==> config.mk <==
export PLATFORM = sky130hd
export DESIGN_NAME = rtpe_datapath
export DESIGN_NICKNAME = d
export VERILOG_FILES = /design/src/range_to_prefix_expander_assert.svh /design/src/rtpe_pkg.sv /design/src/rtpe_datapath.sv
export SDC_FILE = /design/constraint.sdc
export NUM_CORES = 1
export LEC_CHECK = 0
export BUFFER_PORTS_ARGS = -buffer_cell sky130_fd_sc_hd__buf_2
export CAP_MARGIN = 30
export CORE_UTILIZATION = 61
export DETAILED_ROUTE_END_ITERATION = 12
export GPL_TIMING_DRIVEN = 0
export MAX_ROUTING_LAYER = met4
export PLACE_DENSITY_LB_ADDON = 0.15
export SLEW_MARGIN = 20
export SYNTH_ARGS = -nofsm -noshare
export SYNTH_HDL_FRONTEND = slang
export SYNTH_SLANG_ARGS = --single-unit
==> constraint.sdc <==
create_clock -name clk -period 9.6 [get_ports clk]
set_input_delay 0 -clock clk [delete_from_list [all_inputs] [get_ports clk]]
set_output_delay 0 -clock clk [all_outputs]
set_load 0.05 [all_outputs]
==> src/range_to_prefix_expander_assert.svh <==
// Assertion macros shared by the range-to-prefix expander RTL.
// No dependencies; the macros expand to nothing when SYNTHESIS is defined.
`ifndef RANGE_TO_PREFIX_EXPANDER_ASSERT_SVH
`define RANGE_TO_PREFIX_EXPANDER_ASSERT_SVH
`ifndef SYNTHESIS
`define RTPE_ASSERT(name, clk, rst_n, prop, msg) \
	name: assert property (@(posedge clk) disable iff (!rst_n) prop) else $error(msg);
`define RTPE_ASSERT_NEXT(name, clk, rst_n, cond, expr, msg) \
	name: assert property (@(posedge clk) disable iff (!rst_n) cond |=> expr) else $error(msg);
`else
`define RTPE_ASSERT(name, clk, rst_n, prop, msg)
`define RTPE_ASSERT_NEXT(name, clk, rst_n, cond, expr, msg)
`endif
`endif

==> src/rtpe_pkg.sv <==
// Package of the range-to-prefix expander: field widths, limits, state encoding
// and the command and status structs between controller and datapath.
package rtpe_pkg;

	localparam int BND_W       = 33;
	localparam int LABEL_W     = 32;
	localparam int BASE_W      = 32;
	localparam int LEN_W       = 6;
	localparam int MAX_RESULTS = 62;
	localparam int CNT_W       = $clog2(MAX_RESULTS + 1);

	typedef enum logic {
		ST_IDLE,
		ST_EXPAND
	} rtpe_state_t;

	typedef struct packed {
		logic load;
		logic start;
		logic step;
	} rtpe_cmd_t;

	typedef struct packed {
		logic range_ok;
		logic out_free;
		logic last;
	} rtpe_sts_t;

endpackage

==> src/rtpe_datapath.sv <==
// Datapath of the range-to-prefix expander: previous-boundary registers, the
// greedy cover step (cursor, remaining, count) and the output word register.
// Depends on rtpe_pkg.
module rtpe_datapath import rtpe_pkg::*; #(
	parameter int ADDR_WIDTH = 32
) (
	input  logic               clk,
	input  logic               arst_n,
	input  logic [BND_W-1:0]   boundary,
	input  logic               emit_enable,
	input  logic [LABEL_W-1:0] label,
	input  rtpe_cmd_t          cmd,
	output rtpe_sts_t          sts,
	input  logic               out_ready,
	output logic               out_valid,
	output logic [BASE_W-1:0]  prefix_base,
	output logic [LEN_W-1:0]   prefix_length,
	output logic [LABEL_W-1:0] range_label,
	output logic               last_of_run
);

	localparam int CW       = (ADDR_WIDTH >= BND_W) ? BND_W : ADDR_WIDTH + 1;
	localparam int IDX_W    = $clog2(CW);
	localparam int SH_STEPS = $clog2(CW);

	logic [CW-1:0]      bnd_sat;
	logic [CW-1:0]      prev_bnd_q;
	logic               prev_en_q;
	logic [LABEL_W-1:0] prev_label_q;
	logic [LABEL_W-1:0] run_label_q;
	logic               primed_q;
	logic [CW-1:0]      cursor_q;
	logic [CW-1:0]      rem_q;
	logic [CNT_W-1:0]   cnt_q;
	logic               out_valid_q;
	logic [BASE_W-1:0]  base_q;
	logic [LEN_W-1:0]   len_q;
	logic [LABEL_W-1:0] olabel_q;
	logic               last_q;

	logic [CW-1:0]      lowbit;
	logic [CW-1:0]      smear;
	logic [CW-1:0]      msb;
	logic [CW-1:0]      blk;
	logic [IDX_W-1:0]   blk_idx;
	logic [CW-1:0]      rem_nxt;
	logic               step_last;

	if (ADDR_WIDTH < BND_W) begin : g_sat
		localparam logic [BND_W-1:0] SPACE = BND_W'(1) << ADDR_WIDTH;
		assign bnd_sat = (boundary > SPACE) ? CW'(SPACE) : CW'(boundary);
	end else begin : g_nosat
		assign bnd_sat = CW'(boundary);
	end

	// Largest aligned block at the cursor that still fits in the remainder.
	assign lowbit = cursor_q & (~cursor_q + CW'(1));

	always_comb begin
		smear = rem_q;
		for (int i = 0; i < SH_STEPS; i++) begin
			smear = smear | (smear >> (1 << i));
		end
	end

	assign msb = smear & ~(smear >> 1);
	assign blk = (lowbit != '0 && lowbit <= rem_q) ? lowbit : msb;

	always_comb begin
		blk_idx = '0;
		for (int i = 0; i < CW; i++) begin
			if (blk[i]) begin
				blk_idx = IDX_W'(i);
			end
		end
	end

	assign rem_nxt   = rem_q - blk;
	assign step_last = (rem_nxt == '0) || (cnt_q == CNT_W'(MAX_RESULTS - 1));

	assign sts.range_ok = primed_q && prev_en_q && (bnd_sat > prev_bnd_q);
	assign sts.out_free = !out_valid_q || out_ready;
	assign sts.last     = step_last;

	always_ff @(posedge clk or negedge arst_n) begin
		if (!arst_n) begin
			prev_bnd_q  <= '0;
			prev_en_q   <= 1'b0;
			primed_q    <= 1'b0;
			cursor_q    <= '0;
			rem_q       <= '0;
			cnt_q       <= '0;
			out_valid_q <= 1'b0;
		end else begin
			if (cmd.load) begin
				prev_bnd_q <= bnd_sat;
				prev_en_q  <= emit_enable;
				primed_q   <= 1'b1;
			end
			if (cmd.start) begin
				cursor_q <= prev_bnd_q;
				rem_q    <= bnd_sat - prev_bnd_q;
				cnt_q    <= '0;
			end else if (cmd.step) begin
				cursor_q <= cursor_q + blk;
				rem_q    <= rem_nxt;
				cnt_q    <= cnt_q + CNT_W'(1);
			end
			if (cmd.step) begin
				out_valid_q <= 1'b1;
			end else if (out_ready) begin
				out_valid_q <= 1'b0;
			end
		end
	end

	// The label of the range being expanded is held apart from the previous
	// label, which the same start cycle already replaces with the new word's.
	always_ff @(posedge clk) begin
		if (cmd.load) begin
			prev_label_q <= label;
		end
		if (cmd.start) begin
			run_label_q <= prev_label_q;
		end
		if (cmd.step) begin
			base_q   <= BASE_W'(cursor_q);
			len_q    <= LEN_W'(ADDR_WIDTH) - LEN_W'(blk_idx);
			olabel_q <= run_label_q;
			last_q   <= step_last;
		end
	end

	assign out_valid     = out_valid_q;
	assign prefix_base   = base_q;
	assign prefix_length = len_q;
	assign range_label   = olabel_q;
	assign last_of_run   = last_q;

endmodule

==> results by group <==
Timing
  • Worst Skew: 0.0127 ns
  • RSZ-0062 raised after global routing: no
  • Setup TNS: 0 ns
  • Worst-margin pin slew: 0.967 ns
  • Post-route setup slack: 0.343 ns
  • Relative max-transition margin: 0.355
  • Max-slew violations: 0
  • Final setup viols: 0
  • Final period util: 0.964
  • Final Hold Viols: 0
  • Post-layout min period: 9.26 ns
  • FMAX: 108 MHz

Floorplan
  • Core box area: 0.0261 mm²
  • Die extent in y: 165 µm
  • Die ar.: 0.0272 mm²
  • Initial Util: 0.622
  • I/O pins: 147
  • Horiz. Die Dim: 165 µm
  • FP Rows: 59

CTS
  • Clk buf depth: 3
  • H-Tree Depth: 1
  • Clock root buffer: clkbuf_16
  • Total clock buffers created by CTS: 27
  • Clock-pin slew on the worst setup and hold paths: 0.06 ns
  • CTS tree: done
  • TritonCTS Sinks: 243
  • Clk_lat worst skew: 0.55 ns

Drt
  • Initial DRC count: 1,583
  • # DRC: 0
  • Routed Antenna Nets: 0
  • Wire length per cell: 22.7 µm
  • WL final: 52.8 mm
  • Drt via density: 6.35
  • Drt first pass iters: 6
  • Vias: 14,800

Setup path
  • Worst EP required: 9.60 ns
  • Top delay family on crit path: simple AND/OR/NAND/NOR gates
  • Worst path bufs/invs: 5
  • Critical Path End Type: output pin
  • Slowest-stage cell, CP: o21ai_0
  • Startpoint type of the worst setup path: flip-flop
  • Slowest Stage Delay on Critical Path: 0.55 ns
  • Critical path arrival: 9.26 ns
  • Crit-path max FO: 10
  • WS Path Type: flip-flop to output pin
  • Worst Reg-to-Reg Cells: 30
  • WP depth: 30

Yosys
  • Synth Area in Simple Gates: 0.179
  • Unique cell type count in the Yosys netlist: 77
  • Synth Area in Compound Gates: 0.175
  • Asr flop ratio synth: 0.444
  • Seq/Total Area, Yosys: 0.417
  • Synth area leaders: edfxtp_1 25%, dfrtp_1 17%, ha_1 10%
  • Synth Area per Inst: 9.45 µm²
  • Commonest register cell after synthesis: edfxtp_1
  • Cells after Synth: 1,716
  • Synth top area share: 0.250
  • Post-synth EDFFs: 135
  • Post-synthesis mux area share: 0.0351
  • Synthesis warning total: 0
  • Yosys top cell by area: edfxtp_1
  • Yosys reg bits: 243
  • Largest family of logic cells by synthesized area: simple AND/OR/NAND/NOR gates
  • Synth Area in Adders: 0.106
  • Synth Area in XOR/XNOR: 0.0454
  • Syn_nets: 1,924
  • Synth Cell Area: 0.0162 mm²

Place
  • DP HPWL: 38.8 mm
  • DP Worst Slack: -0.558 ns
  • # port buffers: 146
  • GPL Wtd Cong: 1.00

Layout
  • Most frequent cells in the layout: 160 x nand2_1, 146 x buf_2, 138 x o21ai_0
  • Diodes inserted: 0
  • Fillers: 1,809
  • Share of cells above drive strength 1: 0.122
  • Fin nets: 2,176
  • Fin util: 0.736
  • Area Growth Syn to Fin: 18.2%
  • Commonest non-fill, non-tap cell in the layout: nand2_1

Status
  • Status: completed

Pwr
  • Leak: 8.57 nW
  • VDD IR max: 205 µV
  • Pwr dens: 224 mW/mm²

Run
  • MaxCap Viol Count: 0

GRT
  • First-pass GRT wire length: 78.9 mm
  • Gr usage total: 0.399
  • Initial antenna violation count: 0
  • Maximum number of pins on one net before global-route repair: 79
  • Gr ovfl total: 0
  • Vias in the first global route: 14,100

Hold path
  • Worst hold path stage count: 1
  • Hold Crit Class: input pin to flip-flop
what timing repair did:
item | 4_1_cts | 5_1_grt
cloned | 0 | 0
gates resized for setup | 14 | 12
hold buffers | 71 | 1
buffers inserted | 0 | 1
setup endpoints to repair | 5 | 1
pin swaps | 1 | 4
endpoints found under the hold margin | 192 | 12
synth_stat cells, types with 17 or more instances:
master / n
nand2_1: 160
nor4_1: 29
edfxtp_1: 135
nor2_1: 92
nor3_1: 42
xnor2_1: 61
clkbuf_1: 40
and3_1: 21
nand3_1: 37
nand4_1: 35
a21oi_1: 121
mux2i_1: 40
a21o_1: 50
ha_1: 133
inv_1: 127
and2_1: 43
nor2b_1: 17
o21bai_1: 17
xor2_1: 23
dfrtp_1: 108
o21ai_0: 143
o21a_1: 30
worst register-to-register path, delay by kind of cell, from the launching register on:
| kind | cells | cell delay (ns) |
|---|---|---|
| simple gates | 13 | 3.79 |
| compound gates | 11 | 2.72 |
| fa+ha+maj | 2 | 0.65 |
| buf+inv | 3 | 0.65 |
| flops | 1 | 0.53 |
| xor+xnor | 1 | 0.27 |
kinds of logic (layout without fill, tap and decap cells):
group / count (synthesis) / in the layout
and+or+nand+nor: 556 / 556
AOI/OAI and AO/OA: 463 / 463
DFF: 243 / 243
buffers and inverters: 179 / 452
adders and majority gates: 136 / 136
xor gates and xnor gates: 84 / 84
muxes: 55 / 55
flip-flops by register name (all words and copies together) (netlist names):
signal / cells
cursor_q: 33
prev_bnd_q: 33
rem_q: 33
prefix_base: 32
prev_label_q: 32
range_label: 32
run_label_q: 32
cnt_q: 6
prefix_length: 6
last_of_run: 1
out_valid: 1
prev_en_q: 1
primed_q: 1
path summary, 6_finish.rpt:
kind                                          to  slack [ns]       startpoint
worst max register to register      cursor_q[32]        0.87      cursor_q[0]
min in group asynchronous              out_valid        0.53           arst_n
max in group asynchronous               rem_q[2]        8.64           arst_n
worst min-delay path            prev_label_q[10]        0.02           cmd[2]
worst max-delay path                      sts[0]        0.34      cursor_q[0]
worst min register to register   range_label[23]        0.41  run_label_q[23]
metal layers:
layer	global-route usage	wire length [µm]	vias up
met5	-	0	-
met4	0.167	2370	0
met3	0.0584	5340	139
met2	0.606	23200	885
met1	0.534	21900	6942
li1	-	-	6795
cell type report:
class                           instances  area, µm²  area share
Tap cell                              335        419      0.0219
Clock inverter                         16        164     0.00855
Buffer                                 51        210      0.0110
Clock buffer                           34        702      0.0366
Multi-Input combinational cell       1294       8860       0.462
Timing Repair Buffer                  223       1580      0.0824
Sequential cell                       243       6760       0.352
Inverter                              128        480      0.0251
where the power goes:
part	total, mW	leakage (nW)	switching, mW	internal, mW
clock	1.03	0.420	0.431	0.598
combinational	1.80	5.47	1.13	0.661
sequential	1.47	2.68	0.201	1.27
per-stage QoR:
| step | instances | instance area (µm²) | power (mW) | hold WS, ns |
|---|---|---|---|---|
| after global placement | 2197 | 17400 | 3.13 | 0.177 |
| after detailed placement | 2199 | 17400 | 3.15 | -0.0950 |
| final | 2324 | 19200 | 4.29 | 0.0233 |
| after CTS | 2320 | 19100 | 4.22 | 0.147 |
| after global routing | 2324 | 19200 | 4.51 | 0.0210 |
| after floorplan | 1716 | 16200 | 2.65 | -0.296 |
(Power assumes the default switching activity.)
